<file path="src/rtl/assert_macros.svh">
// assertion helpers shared by the rtl
`ifndef ASSERT_MACROS_SVH
`define ASSERT_MACROS_SVH

// property holds at every clock edge out of reset
`define RQPS_ASSERT_HOLDS(label, clk, rst, prop) \
   label: assert property (@(posedge clk) disable iff (rst) (prop)) \
      else $error("rqps assertion failed");

// consequent holds in the same cycle as the antecedent
`define RQPS_ASSERT_IMPLIES(label, clk, rst, ante, cons) \
   label: assert property (@(posedge clk) disable iff (rst) (ante) |-> (cons)) \
      else $error("rqps assertion failed");

// consequent holds in the cycle after the antecedent
`define RQPS_ASSERT_NEXT(label, clk, rst, ante, cons) \
   label: assert property (@(posedge clk) disable iff (rst) (ante) |=> (cons)) \
      else $error("rqps assertion failed");

`endif

</file>
<file path="src/rtl/rqps_pkg.sv">
package rqps_pkg;

   localparam int DEPTH_DEFAULT      = 128;
   localparam int KEY_BITS_DEFAULT   = 16;
   localparam int INDEX_BITS_DEFAULT = $clog2(DEPTH_DEFAULT);

   localparam int CMD_BITS    = 2;
   localparam int STATUS_BITS = 2;

   // command codes
   localparam logic [CMD_BITS-1:0] CMD_ENQUEUE = 2'd0;
   localparam logic [CMD_BITS-1:0] CMD_DEQUEUE = 2'd1;
   localparam logic [CMD_BITS-1:0] CMD_FIND    = 2'd2;

   // result status codes
   localparam logic [STATUS_BITS-1:0] STATUS_OK        = 2'd0;
   localparam logic [STATUS_BITS-1:0] STATUS_FULL      = 2'd1;
   localparam logic [STATUS_BITS-1:0] STATUS_EMPTY     = 2'd2;
   localparam logic [STATUS_BITS-1:0] STATUS_NOT_FOUND = 2'd3;

endpackage

</file>
<file path="src/rtl/rqps_req_if.sv">
interface rqps_req_if #(
   parameter int KEY_BITS = rqps_pkg::KEY_BITS_DEFAULT
) ();
   logic                          valid;
   logic                          ready;
   logic [rqps_pkg::CMD_BITS-1:0] command;
   logic [KEY_BITS-1:0]           ticket_number;

   modport source (output valid, output command, output ticket_number, input ready);
   modport sink   (input valid, input command, input ticket_number, output ready);
endinterface

</file>
<file path="src/rtl/rqps_rsp_if.sv">
interface rqps_rsp_if #(
   parameter int KEY_BITS   = rqps_pkg::KEY_BITS_DEFAULT,
   parameter int INDEX_BITS = rqps_pkg::INDEX_BITS_DEFAULT
) ();
   logic                             valid;
   logic                             ready;
   logic [rqps_pkg::STATUS_BITS-1:0] status;
   logic [INDEX_BITS-1:0]            ahead_count;
   logic [KEY_BITS-1:0]              removed_number;
   logic [INDEX_BITS-1:0]            queue_length;

   modport source (output valid, output status, output ahead_count,
                   output removed_number, output queue_length, input ready);
   modport sink   (input valid, input status, input ahead_count,
                   input removed_number, input queue_length, output ready);
endinterface

</file>
<file path="src/rtl/ring_queue_with_position_search_unit.sv">
// channel   direction  transfer contents
// req_ch    in         command, ticket_number
// rsp_ch    out        status, ahead_count, removed_number, queue_length
//
// one item is worked at a time; enqueue, unused command and empty dequeue/find
// load the result register in the accept cycle
// dequeue passes through ST_READ for the registered read of the head slot
// find walks from the head and stops at a match k entries behind it or after the
// last held entry; the single slot memory read port walks one entry a cycle
// reset is synchronous: pointers, length and valid flags clear, slot contents do not
// a new item is taken only when idle and the result register is empty or
// its transfer completes in the same cycle; a stalled result holds in place
`include "assert_macros.svh"

module ring_queue_with_position_search_unit #(
   parameter int DEPTH    = rqps_pkg::DEPTH_DEFAULT,
   parameter int KEY_BITS = rqps_pkg::KEY_BITS_DEFAULT
) (
   input  logic       clock,
   input  logic       reset,
   rqps_req_if.sink   req_ch,
   rqps_rsp_if.source rsp_ch
);
   localparam int INDEX_BITS = $clog2(DEPTH);
   localparam logic [INDEX_BITS-1:0] LAST_INDEX = INDEX_BITS'(DEPTH - 1);
   localparam logic [INDEX_BITS:0]   DEPTH_WIDE = (INDEX_BITS + 1)'(DEPTH);

   typedef enum logic [1:0] {
      ST_IDLE,
      ST_READ,
      ST_SEARCH
   } state_type;

   // ring pointer step, wraps at the last slot
   function automatic logic [INDEX_BITS-1:0] next_index(input logic [INDEX_BITS-1:0] p);
      return (p == LAST_INDEX) ? '0 : p + 1'b1;
   endfunction

   state_type state_ff, state_in;

   logic [INDEX_BITS-1:0] head_ff, head_in;
   logic [INDEX_BITS-1:0] tail_ff, tail_in;
   logic [INDEX_BITS-1:0] count_ff, count_in;

   // search context
   logic [KEY_BITS-1:0]   key_ff, key_in;
   logic [INDEX_BITS-1:0] scan_ptr_ff, scan_ptr_in;
   logic [INDEX_BITS-1:0] scan_cnt_ff, scan_cnt_in;

   // result register
   logic                             rsp_valid_ff, rsp_valid_in;
   logic [rqps_pkg::STATUS_BITS-1:0] rsp_status_ff, rsp_status_in;
   logic [INDEX_BITS-1:0]            rsp_ahead_ff, rsp_ahead_in;
   logic [KEY_BITS-1:0]              rsp_removed_ff, rsp_removed_in;
   logic [INDEX_BITS-1:0]            rsp_length_ff, rsp_length_in;

   // slot memory port signals
   logic                  mem_wr_en;
   logic                  mem_rd_en;
   logic [INDEX_BITS-1:0] mem_rd_addr;
   logic [KEY_BITS-1:0]   mem_rd_data;

   logic req_ready;
   logic req_fire;
   logic rsp_fire;

   // tail position implied by head and length, checked against the tail pointer
   logic [INDEX_BITS:0]   tail_sum;
   logic [INDEX_BITS-1:0] tail_expect;

   rqps_slot_mem #(
      .DEPTH (DEPTH),
      .WIDTH (KEY_BITS)
   ) u_slot_mem (
      .clock   (clock),
      .wr_en   (mem_wr_en),
      .wr_addr (tail_ff),
      .wr_data (req_ch.ticket_number),
      .rd_en   (mem_rd_en),
      .rd_addr (mem_rd_addr),
      .rd_data (mem_rd_data)
   );

   // accept only when idle and the result register is free by the next edge
   assign req_ready = (state_ff == ST_IDLE) && (!rsp_valid_ff || rsp_ch.ready);
   assign req_fire  = req_ch.valid && req_ready;
   assign rsp_fire  = rsp_valid_ff && rsp_ch.ready;

   always_comb begin
      state_in       = state_ff;
      head_in        = head_ff;
      tail_in        = tail_ff;
      count_in       = count_ff;
      key_in         = key_ff;
      scan_ptr_in    = scan_ptr_ff;
      scan_cnt_in    = scan_cnt_ff;
      rsp_valid_in   = rsp_valid_ff && !rsp_fire;
      rsp_status_in  = rsp_status_ff;
      rsp_ahead_in   = rsp_ahead_ff;
      rsp_removed_in = rsp_removed_ff;
      rsp_length_in  = rsp_length_ff;
      mem_wr_en      = 1'b0;
      mem_rd_en      = 1'b0;
      mem_rd_addr    = head_ff;

      unique case (state_ff)
         ST_IDLE: begin
            if (req_fire) begin
               // default result: ok, nothing ahead, nothing removed, length unchanged
               rsp_status_in  = rqps_pkg::STATUS_OK;
               rsp_ahead_in   = '0;
               rsp_removed_in = '0;
               rsp_length_in  = count_ff;
               unique case (req_ch.command)
                  rqps_pkg::CMD_ENQUEUE: begin
                     rsp_valid_in = 1'b1;
                     if (count_ff == LAST_INDEX) begin
                        rsp_status_in = rqps_pkg::STATUS_FULL;
                     end else begin
                        mem_wr_en     = 1'b1;
                        tail_in       = next_index(tail_ff);
                        count_in      = count_ff + 1'b1;
                        rsp_length_in = count_ff + 1'b1;
                     end
                  end
                  rqps_pkg::CMD_DEQUEUE: begin
                     if (count_ff == '0) begin
                        rsp_valid_in  = 1'b1;
                        rsp_status_in = rqps_pkg::STATUS_EMPTY;
                     end else begin
                        // head slot comes back next cycle
                        mem_rd_en = 1'b1;
                        state_in  = ST_READ;
                     end
                  end
                  rqps_pkg::CMD_FIND: begin
                     if (count_ff == '0) begin
                        rsp_valid_in  = 1'b1;
                        rsp_status_in = rqps_pkg::STATUS_EMPTY;
                     end else begin
                        mem_rd_en   = 1'b1;
                        key_in      = req_ch.ticket_number;
                        scan_ptr_in = next_index(head_ff);
                        scan_cnt_in = '0;
                        state_in    = ST_SEARCH;
                     end
                  end
                  default: begin
                     // unused command: state untouched, only the length reported
                     rsp_valid_in = 1'b1;
                  end
               endcase
            end
         end
         ST_READ: begin
            rsp_valid_in   = 1'b1;
            rsp_removed_in = mem_rd_data;
            head_in        = next_index(head_ff);
            count_in       = count_ff - 1'b1;
            rsp_length_in  = count_ff - 1'b1;
            state_in       = ST_IDLE;
         end
         ST_SEARCH: begin
            // read data belongs to the entry scan_cnt_ff places behind the head
            if (mem_rd_data == key_ff) begin
               rsp_valid_in = 1'b1;
               rsp_ahead_in = scan_cnt_ff;
               state_in     = ST_IDLE;
            end else if (scan_cnt_ff == count_ff - 1'b1) begin
               // last held entry checked, stop before the tail
               rsp_valid_in  = 1'b1;
               rsp_status_in = rqps_pkg::STATUS_NOT_FOUND;
               state_in      = ST_IDLE;
            end else begin
               mem_rd_en   = 1'b1;
               mem_rd_addr = scan_ptr_ff;
               scan_ptr_in = next_index(scan_ptr_ff);
               scan_cnt_in = scan_cnt_ff + 1'b1;
            end
         end
         default: begin
            state_in = ST_IDLE;
         end
      endcase
   end

   always_ff @(posedge clock) begin
      if (reset) begin
         state_ff     <= ST_IDLE;
         head_ff      <= '0;
         tail_ff      <= '0;
         count_ff     <= '0;
         rsp_valid_ff <= 1'b0;
      end else begin
         state_ff     <= state_in;
         head_ff      <= head_in;
         tail_ff      <= tail_in;
         count_ff     <= count_in;
         rsp_valid_ff <= rsp_valid_in;
      end
      key_ff         <= key_in;
      scan_ptr_ff    <= scan_ptr_in;
      scan_cnt_ff    <= scan_cnt_in;
      rsp_status_ff  <= rsp_status_in;
      rsp_ahead_ff   <= rsp_ahead_in;
      rsp_removed_ff <= rsp_removed_in;
      rsp_length_ff  <= rsp_length_in;
   end

   assign req_ch.ready          = req_ready;
   assign rsp_ch.valid          = rsp_valid_ff;
   assign rsp_ch.status         = rsp_status_ff;
   assign rsp_ch.ahead_count    = rsp_ahead_ff;
   assign rsp_ch.removed_number = rsp_removed_ff;
   assign rsp_ch.queue_length   = rsp_length_ff;

   assign tail_sum    = {1'b0, head_ff} + {1'b0, count_ff};
   assign tail_expect = (tail_sum >= DEPTH_WIDE) ? INDEX_BITS'(tail_sum - DEPTH_WIDE)
                                                 : tail_sum[INDEX_BITS-1:0];

   // pointers and length must describe the same ring
   `RQPS_ASSERT_HOLDS(a_ring_consistent, clock, reset, tail_expect == tail_ff)

   // a search only runs over a non-empty queue and never past its length
   `RQPS_ASSERT_IMPLIES(a_search_in_range, clock, reset, state_ff == ST_SEARCH, (count_ff != '0) && (scan_cnt_ff < count_ff))

   // an enqueue into a full ring leaves it full and reports it
   `RQPS_ASSERT_NEXT(a_full_refused, clock, reset, req_fire && (req_ch.command == rqps_pkg::CMD_ENQUEUE) && (count_ff == LAST_INDEX), $stable(count_ff) && rsp_valid_ff && (rsp_status_ff == rqps_pkg::STATUS_FULL))

   // a memory read result is always consumed before a new item is taken
   `RQPS_ASSERT_IMPLIES(a_busy_blocks_req, clock, reset, (state_ff == ST_READ) || (state_ff == ST_SEARCH), !req_ready && !rsp_valid_ff)
endmodule

</file>
<file path="src/rtl/rqps_slot_mem.sv">
module rqps_slot_mem #(
   parameter int DEPTH = rqps_pkg::DEPTH_DEFAULT,
   parameter int WIDTH = rqps_pkg::KEY_BITS_DEFAULT
) (
   input  logic                     clock,
   input  logic                     wr_en,
   input  logic [$clog2(DEPTH)-1:0] wr_addr,
   input  logic [WIDTH-1:0]         wr_data,
   input  logic                     rd_en,
   input  logic [$clog2(DEPTH)-1:0] rd_addr,
   output logic [WIDTH-1:0]         rd_data
);
   logic [WIDTH-1:0] mem [DEPTH];
   logic [WIDTH-1:0] rd_data_ff;

   always_ff @(posedge clock) begin
      if (wr_en) begin
         mem[wr_addr] <= wr_data;
      end
   end

   // registered read port, holds its value when idle
   always_ff @(posedge clock) begin
      if (rd_en) begin
         rd_data_ff <= mem[rd_addr];
      end
   end

   assign rd_data = rd_data_ff;
endmodule

</file>
<file path="src/flat_wrapper.sv">
// flat-port wrapper written by rule: the top's interface ports become plain ports
module ring_queue_with_position_search_unit_flat 
#(
   parameter int DEPTH    = rqps_pkg::DEPTH_DEFAULT,
   parameter int KEY_BITS = rqps_pkg::KEY_BITS_DEFAULT
)
  (clock, reset, req_ch_valid, req_ch_command, req_ch_ticket_number, req_ch_ready, rsp_ch_valid, rsp_ch_status, rsp_ch_ahead_count, rsp_ch_removed_number, rsp_ch_queue_length, rsp_ch_ready);
  rqps_req_if #(.KEY_BITS(KEY_BITS)) req_ch_i ();
  rqps_rsp_if #(.KEY_BITS(KEY_BITS), .INDEX_BITS((rqps_pkg::INDEX_BITS_DEFAULT))) rsp_ch_i ();
  input  logic clock;
  input  logic reset;
  input wire logic [$bits(req_ch_i.valid)-1:0] req_ch_valid;
  input wire logic [$bits(req_ch_i.command)-1:0] req_ch_command;
  input wire logic [$bits(req_ch_i.ticket_number)-1:0] req_ch_ticket_number;
  output wire logic [$bits(req_ch_i.ready)-1:0] req_ch_ready;
  output wire logic [$bits(rsp_ch_i.valid)-1:0] rsp_ch_valid;
  output wire logic [$bits(rsp_ch_i.status)-1:0] rsp_ch_status;
  output wire logic [$bits(rsp_ch_i.ahead_count)-1:0] rsp_ch_ahead_count;
  output wire logic [$bits(rsp_ch_i.removed_number)-1:0] rsp_ch_removed_number;
  output wire logic [$bits(rsp_ch_i.queue_length)-1:0] rsp_ch_queue_length;
  input wire logic [$bits(rsp_ch_i.ready)-1:0] rsp_ch_ready;
  assign req_ch_i.valid = req_ch_valid;
  assign req_ch_i.command = req_ch_command;
  assign req_ch_i.ticket_number = req_ch_ticket_number;
  assign req_ch_ready = req_ch_i.ready;
  assign rsp_ch_valid = rsp_ch_i.valid;
  assign rsp_ch_status = rsp_ch_i.status;
  assign rsp_ch_ahead_count = rsp_ch_i.ahead_count;
  assign rsp_ch_removed_number = rsp_ch_i.removed_number;
  assign rsp_ch_queue_length = rsp_ch_i.queue_length;
  assign rsp_ch_i.ready = rsp_ch_ready;
  ring_queue_with_position_search_unit #(.DEPTH(DEPTH), .KEY_BITS(KEY_BITS)) u_core (.clock(clock), .reset(reset), .req_ch(req_ch_i), .rsp_ch(rsp_ch_i));
endmodule
</file>
<file path="config.mk">
export PLATFORM = sky130hd
export DESIGN_NAME = ring_queue_with_position_search_unit_flat
export DESIGN_NICKNAME = d
export VERILOG_FILES = /design/src/rtl/rqps_pkg.sv /design/src/rtl/rqps_req_if.sv /design/src/rtl/rqps_rsp_if.sv /design/src/rtl/ring_queue_with_position_search_unit.sv /design/src/rtl/rqps_slot_mem.sv /design/src/flat_wrapper.sv
export VERILOG_INCLUDE_DIRS = /design/src /design/src/rtl
export SDC_FILE = /design/constraint.sdc
export NUM_CORES = 2
export LEC_CHECK = 0
export ABC_AREA = 1
export BUFFER_PORTS_ARGS = -buffer_cell sky130_fd_sc_hd__buf_2
export CAP_MARGIN = 5
export CORE_UTILIZATION = 40
export DETAILED_ROUTE_END_ITERATION = 16
export PLACE_DENSITY = 0.52
export SYNTH_ARGS = -nofsm -noshare
export SYNTH_HDL_FRONTEND = slang
export SYNTH_SLANG_ARGS = --single-unit
</file>
<file path="constraint.sdc">
create_clock -name clock -period 4.5 [get_ports clock]
set_input_delay 0.45 -clock clock [delete_from_list [all_inputs] [get_ports clock]]
set_output_delay 0.45 -clock clock [all_outputs]
set_load 0.1 [all_outputs]
</file>
# Word-level counts from Yosys, hierarchy flattened
# Memories as Yosys holds them, arrays and structs flattened. A register that Yosys moved wholly into a read port is not among the register bits.
# Cells that the tools add are included.
op_classes:
  addsub: 6
  n_mul: 0
  div_mod_pow: 0
  order_cmp: 0
  eq_ne: 21
  n_shift: 0
  n_mux: 59
  bitwise_logic: 2
  n_reduce_logical: 20
op_table:
  columns: ["op", "count"]
  rows:
  - ["7-bit two-way mux", 21]
  - ["7-bit case mux with 2 select lines", 4]
  - ["7-bit by 1-bit adder with 7-bit output (second input constant)", 5]
  - ["16-bit case mux with 2 select lines", 1]
  - ["7-bit equality test (second input constant)", 4]
  - ["2-bit two-way mux", 9]
  - ["1-bit two-way mux", 17]
  - ["16-bit equality test", 1]
  - ["16-bit two-way mux", 1]
  - ["2-bit case mux with 2 select lines", 4]
  - ["4-bit AND reduction", 3]
  - ["3-bit inequality test (second input constant)", 3]
  - ["2-bit inequality test (second input constant)", 4]
  - ["7-bit equality test", 1]
  - ["7-bit logical NOT", 1]
  - ["7-bit by 1-bit subtractor with 7-bit output (second input constant)", 1]
  - ["2-bit by 1-bit inequality test with 1-bit output (second input constant)", 3]
  - ["6-bit AND reduction", 1]
  - ["5-bit AND reduction", 1]
  - ["2-bit by 1-bit equality test with 1-bit output (second input constant)", 2]
  - ["2-bit equality test (second input constant)", 2]
  - ["1-bit logical AND", 4]
  - ["2-bit logical NOT", 2]
  - ["2-bit nonzero test", 2]
  - ["other kinds (9)", 11]
word_totals:
  regBits: 86
  latch_bits: 0
  mem_bits_rw: 2048
  rom_bits: 0
  in_bits: 22
  out_inout_bits: 34
  word_cells: 121
  mem_count: 1
memory_table:
  columns: ["name", "words", "word_bits", "rd", "rd_clocked_by_memory_dff", "wr", "line", "source"]
  rows:
  - ["u_core.u_slot_mem.mem", 128, 16, 1, 1, 1, "rqps_slot_mem.sv:13", "logic [WIDTH-1:0] mem [DEPTH];"]

# Depth between registers and ports, before layout
depth:
  depth_word: 8
  depth_mapped: 24
  mapped_depth_nobuf: 21

# Modules after synthesis
# Synthesis repeated with hierarchy kept, for this count alone.
unflattened:
  cells_unflattened: 7285
  area_unflattened_um2: 87443.9
by_module_without_submodules:
  columns: ["mod", "instances", "cells_per_inst", "area_per_inst_um2", "seq_area_each_um2"]
  rows:
  - ["rqps_slot_mem", 1, 6793, 82988.3, 61979.4]
  - ["ring_queue_with_position_search_unit", 1, 492, 4455.5, 2342.2]

# Worst setup path before layout
# OpenSTA, ideal clock, no wires.
synth_timing:
  path_type: "register to register"
  from: "register u_core.rsp_valid_ff (netlist: u_core.rsp_ch.valid)"
  to: "memory u_core.u_slot_mem.mem[63][0] in the netlist's numbering, enable pin"
  setup_time_ps: 409
  arrival_ps: 4379
  required_time_ps: 4091
  path_slack_ps: -289
  path_stages_with_launch: 10
  path_buffers: 0
  synth_period_minus_slack_ps: 4789
  cell_sequence: "dfxtp_1 > inv_1 > nor2_1 > nor2_1 > nand2_1 > inv_1 > nand2_1 > nor2_1 > nand3_1 > nor3_1"
synth_via:
  elab_chain_cells: 8
synth_lines:
  columns: ["item", "line", "source"]
  rows:
  - ["from (decl)", "ring_queue_with_position_search_unit.sv:51", "logic rsp_valid_ff, rsp_valid_in;"]
  - ["from (signal assigned)", "ring_queue_with_position_search_unit.sv:199", "rsp_valid_ff <= rsp_valid_in;"]
  - ["1-bit logical NOT", "ring_queue_with_position_search_unit.sv:85", "assign req_ready = (state_ff == ST_IDLE) && (!rsp_valid_ff || rsp_ch.ready);"]
  - ["1-bit logical OR", "ring_queue_with_position_search_unit.sv:85", null]
  - ["1-bit logical AND", "ring_queue_with_position_search_unit.sv:85", null]
  - ["via req_ch_ready", "flat_wrapper.sv:15", "output wire logic [$bits(req_ch_i.ready)-1:0] req_ch_ready;"]
  - ["1-bit logical AND", "ring_queue_with_position_search_unit.sv:86", "assign req_fire = req_ch.valid && req_ready;"]
  - ["1-bit two-way mux", "ring_queue_with_position_search_unit.sv:108", "if (req_fire) begin"]
  - ["1-bit two-way mux", "ring_queue_with_position_search_unit.sv:106", "unique case (state_ff)"]
  - ["1-bit two-way mux", "rqps_slot_mem.sv:17", "if (wr_en) begin"]
  - ["1-bit two-way mux (not written as such)", "rqps_slot_mem.sv:18", "mem[wr_addr] <= wr_data;"]
  - ["to (decl)", "rqps_slot_mem.sv:13", null]
# The timed path passes the listed nets, and every way through them passes these cells.

# Final worst setup path
layout_timing:
  from: "register u_core.count_ff[0]"
  to: "register u_core.u_slot_mem.rd_data_ff[7] (netlist: u_core.u_slot_mem.rd_data[7]), read port of u_core.u_slot_mem.mem, data pin"
layout_via:
  elab_chain_cells: 5
  word_cells_on_any_way: 12
  cone_classes: "1 x add/sub; 1 x eq/ne; 9 x mux; 1 x reduce/logical"
layout_lines:
  columns: ["item", "line", "source"]
  rows:
  - ["from (decl)", "ring_queue_with_position_search_unit.sv:43", "logic [INDEX_BITS-1:0] count_ff, count_in;"]
  - ["from (signal assigned)", "ring_queue_with_position_search_unit.sv:198", "count_ff <= count_in;"]
  - ["7-bit by 1-bit subtractor with 7-bit output or 7-bit logical NOT (tied branches)", "ring_queue_with_position_search_unit.sv:169, ring_queue_with_position_search_unit.sv:127, ring_queue_with_position_search_unit.sv:137", null]
  - ["7-bit equality test or 1-bit two-way mux (tied branches)", "ring_queue_with_position_search_unit.sv:169, ring_queue_with_position_search_unit.sv:127, ring_queue_with_position_search_unit.sv:137", null]
  - ["1-bit two-way mux (tied with other cells)", "ring_queue_with_position_search_unit.sv:169", "end else if (scan_cnt_ff == count_ff - 1'b1) begin"]
  - ["1-bit two-way mux (tied with other cells)", "ring_queue_with_position_search_unit.sv:165", "if (mem_rd_data == key_ff) begin"]
  - ["1-bit case mux with 2 select lines or 7-bit two-way mux (tied branches)", "ring_queue_with_position_search_unit.sv:106", null]
  - ["to (decl)", "rqps_slot_mem.sv:14", "logic [WIDTH-1:0] rd_data_ff;"]
# Parallel ways exist; a longest one is shown, timed or not.
# A chain may end at the register's enable or synchronous reset.

==> summary.md <==
| Metric | Value |
|---|---|
| Worst Max-Slew Pin Slew | `approximately 1.2 ns` |
| GPL Wtd Cong | `just under 0.9` |
| Ports | `between 50 and 60` |
| Req. time, crit path | `approximately 5.1 ns` |
| Post-DP HPWL | `between 150000 and 200000 µm` |
| Arrival @ worst endpoint | `4.88 ns` |
| Root Buffer | `clkbuf_16` |
| Drt total wl | `~280000 µm` |
| Min Tclk post-route | `roughly 4.3 ns` |
| Die area | `~220000 µm²` |
| # H-tree levels | `4` |
| Post-Syn Instances | `approximately 7300` |
| Synthesis-to-layout area growth | `14.9%` |
| Most common cell after layout, fill and taps aside | `nand3_1` |
| Post-synthesis mux area share | `0` |
| CP peak stage delay | `~0.38 ns` |
| Worst slew margin | `0.226` |
| Max_cap viols | `0` |
| First-pass GRT wire length | `402000 µm` |
| Post-synth EDFFs | `approximately 2100` |
| Worst Hold Depth | `1` |
| Category of the most critical setup path | `register to register` |
| Hold path endpoint | `u_core.u_slot_mem.mem[126][3]` |
| Post-synth ARST share | `0` |
| Seq/Total Area, Yosys | `0.735` |
| Slew Viols, Final | `0` |
| WP buf/inv | `5` |
| Outcome | `finished, final reports clean` |
| Post-Syn Nets | `approximately 7300` |
| Leak | `between 30 and 40 nW` |
| Fmax achieved | `~0.23 GHz` |
| Net count, final | `7547` |
| Simple-Gate Fraction of Synth Area | `0.224` |
| Largest family of logic cells by synthesized area | `simple AND/OR/NAND/NOR gates` |
| Synthesized flop and latch total | `2150` |
| Adder-cell area share of the yosys netlist | `0.00157` |
| Remaining DRCs | `0` |
| Critical Path Fanout Max | `39` |
| Initial core utilization | `0.403` |
| Total grt overflow | `0` |
| Vias per cell | `about 5.6` |
| DIE WIDTH | `approximately 470 µm` |
| Sequential Area | `64300 µm²` |
| Max Clock Skew | `around 0.046 ns` |
| Crit path depth | `23` |
| Post-synth cell types | `38` |
| Layout cells sized above 1 | `0.111` |
| HP Class | `input port to register` |
| Initial antenna violation count | `11` |
| # setup viols final | `0` |
| Hold Violations, Final | `0` |
| R2r endpoint | `u_core.u_slot_mem.rd_data[7]` |
| Num CTS Buffers | `222` |
| I/O Buffers | `55` |
| Hold_ws | `between 0.03 and 0.04 ns` |
| Syn avg cell area | `12.0 µm²` |
| Vias | `between 50000 and 60000` |
| Crit start category | `register` |
| Hold Path Origin | `req_ch_ticket_number[3]` |
| CTS clk-pin slew, worst paths | `approximately 0.060 ns` |
| Number of DRC markers in iteration 0 | `6944` |
| Final Cycle Share | `0.950` |
| Cell Area, Synth | `slightly below 90000 µm²` |
| CTS tree | `done` |
| Post-DRT Antenna Nets | `0` |
| Drt pass-1 iters | `6` |
| Row cnt | `~170` |
| Cell Pwr Density | `just over 500 nW/µm²` |
| Synth area leaders | `edfxtp_1 (73%), nand3_1 (12%), nand2_1 (8.9%)` |
| Slowest CP cell | `dfxtp_1` |
| CTS sink cnt | `between 2000 and 2500` |
| Crit path max-delay family | `simple AND/OR/NAND/NOR gates` |
| Post-Synth XOR/XNOR Area | `0.00190` |
| Number of global-route vias before repair | `~56000` |
| Wire per inst | `about 26 µm` |
| Crit. End Element | `register` |
| Core Area | `217000 µm²` |
| RSZ-0062 raised after global routing | `true` |
| Synth warn | `0` |
| Die Y | `approximately 470 µm` |
| Worst path cell trace | `inv_1, ha_1, inv_1, nand2_1, nand3_1, nand2_1, nor2_1, nand2_1, nor2_2, nand3_4, nand2_8, nand2_1, nand2_4, buf_12, buf_12, buf_12, nand3_1, nand3_1, nand3_1, nand3_2, nand3_1, nand3_2, nand2_1` |
| Peak VDD IR | `~340 µV` |
| Post-synth top area cell | `edfxtp_1` |
| Reg2Reg Setup Slack | `around 0.22 ns` |
| Total power | `0.0519 W` |
| GRT Total Usage | `0.249` |
| Filler cell count | `about 20000` |
| Reg-to-Reg Start | `u_core.count_ff[0]` |
| Top_reg_cell synth | `edfxtp_1` |
| Clock Tree Buf Depth | `3` |
| Largest net degree at the start of global routing | `just over 100` |
| Compound-cell area share of the yosys netlist | `0.00456` |
| Commonest cells after routing, fill and taps aside | `nand3_1 (2132), edfxtp_1 (2126), nand2_1 (2067)` |
| Yosys top cell area share | `0.729` |
| Setup TNS | `0 ns` |
| Clock latency on the worst-skew pair | `between 0.8 and 0.9 ns` |
| Multi-input combinational cell area | `20700 µm²` |
| Reg2Reg Depth | `23` |
==> through the flow <==
stage | instance area [µm²] | util | cells | setup WS (ns)
final | 101000 | 0.463 | 10600 | 0.225
after global routing | 101000 | 0.463 | 10600 | -0.0424
after CTS | 100000 | 0.461 | 10500 | 0.00499
after detailed placement | 93100 | 0.428 | 10100 | -0.119
after global placement | 93100 | 0.428 | 10100 | -0.137
after floorplan | 87500 | - | 7288 | 0.250
==> layer usage <==
metal | vias up | share of wire | track usage
met5 | - | 0.000047 | 0
met4 | 2 | 0.022 | 0.0657
met3 | 336 | 0.084 | 0.0445
met2 | 2591 | 0.46 | 0.386
met1 | 29900 | 0.44 | 0.359
li1 | 26500 | - | -
==> cell usage after synthesis (13+ instances only) <==
library cell,instances
buf_1,13
buf_2,328
nand3_1,2172
nand2_1,2069
nor2_1,192
inv_1,91
o21ai_0,27
clkbuf_1,54
edfxtp_1,2126
buf_4,69
dfxtp_1,24
a21oi_1,18
==> timing repair <==
action	in CTS	in global routing
hold buffers	6	0
endpoints found under the hold margin	7	0
setup buffers	9	4
pin swaps	2	0
resized for setup	7	38
endpoints found under the setup margin	9	16
cloned	1	1
==> power by group <==
part,internal (W),leakage (nW),switching (W),total [W]
registers,0.0223,19.3,0.000248,0.0225
clock network,0.0101,3.40,0.00782,0.0179
logic,0.00317,12.5,0.00831,0.0115
total,0.0355,35.2,0.0164,0.0519
==> layout make-up <==
class / count / share of cell area
Tap cell: 2854 / 0.0355
Antenna cell: 6 / 0.000149
Clock inverter: 124 / 0.0108
Multi-Input combinational cell: 4569 / 0.206
Timing Repair Buffer: 475 / 0.0459
Sequential cell: 2150 / 0.640
Inverter: 96 / 0.00371
Clock buffer: 281 / 0.0586
==> cells by family after synthesis <==
logic type | after synthesis
xor+xnor | 19
buf+inv | 570
compound gates | 70
fa+ha+maj | 11
flops | 2150
simple gates | 4468
==> worst max path at each step <==
stage	slack (ns)	to	startpoint
global placement	-0.14	u_core.u_slot_mem.rd_data[13]	u_core.count_ff[0]
CTS	0.005	u_core.u_slot_mem.rd_data[13]	u_core.count_ff[0]
floorplan	0.25	u_core.u_slot_mem.mem[63][0]	u_core.rsp_ch.valid
global route	-0.04	u_core.u_slot_mem.rd_data[11]	u_core.count_ff[0]
finish	0.22	u_core.u_slot_mem.rd_data[7]	u_core.count_ff[0]
detailed placement	-0.12	u_core.u_slot_mem.rd_data[13]	u_core.count_ff[0]
==> state kept, by name, indices dropped and copies added (netlist names) <==
| name | count |
|---|---|
| u_core.u_slot_mem.mem | 2048 |
| u_core.key_ff | 16 |
| u_core.rsp_ch.removed_number | 16 |
| u_core.u_slot_mem.rd_data | 16 |
| u_core.count_ff | 7 |
| u_core.head_ff | 7 |
| u_core.rsp_ch.ahead_count | 7 |
| u_core.rsp_ch.queue_length | 7 |
| u_core.scan_cnt_ff | 7 |
| u_core.scan_ptr_ff | 7 |
| u_core.tail_ff | 7 |
| u_core.rsp_ch.status | 2 |
| u_core.state_ff | 2 |
| u_core.rsp_ch.valid | 1 |
(Power assumes the default switching activity.)
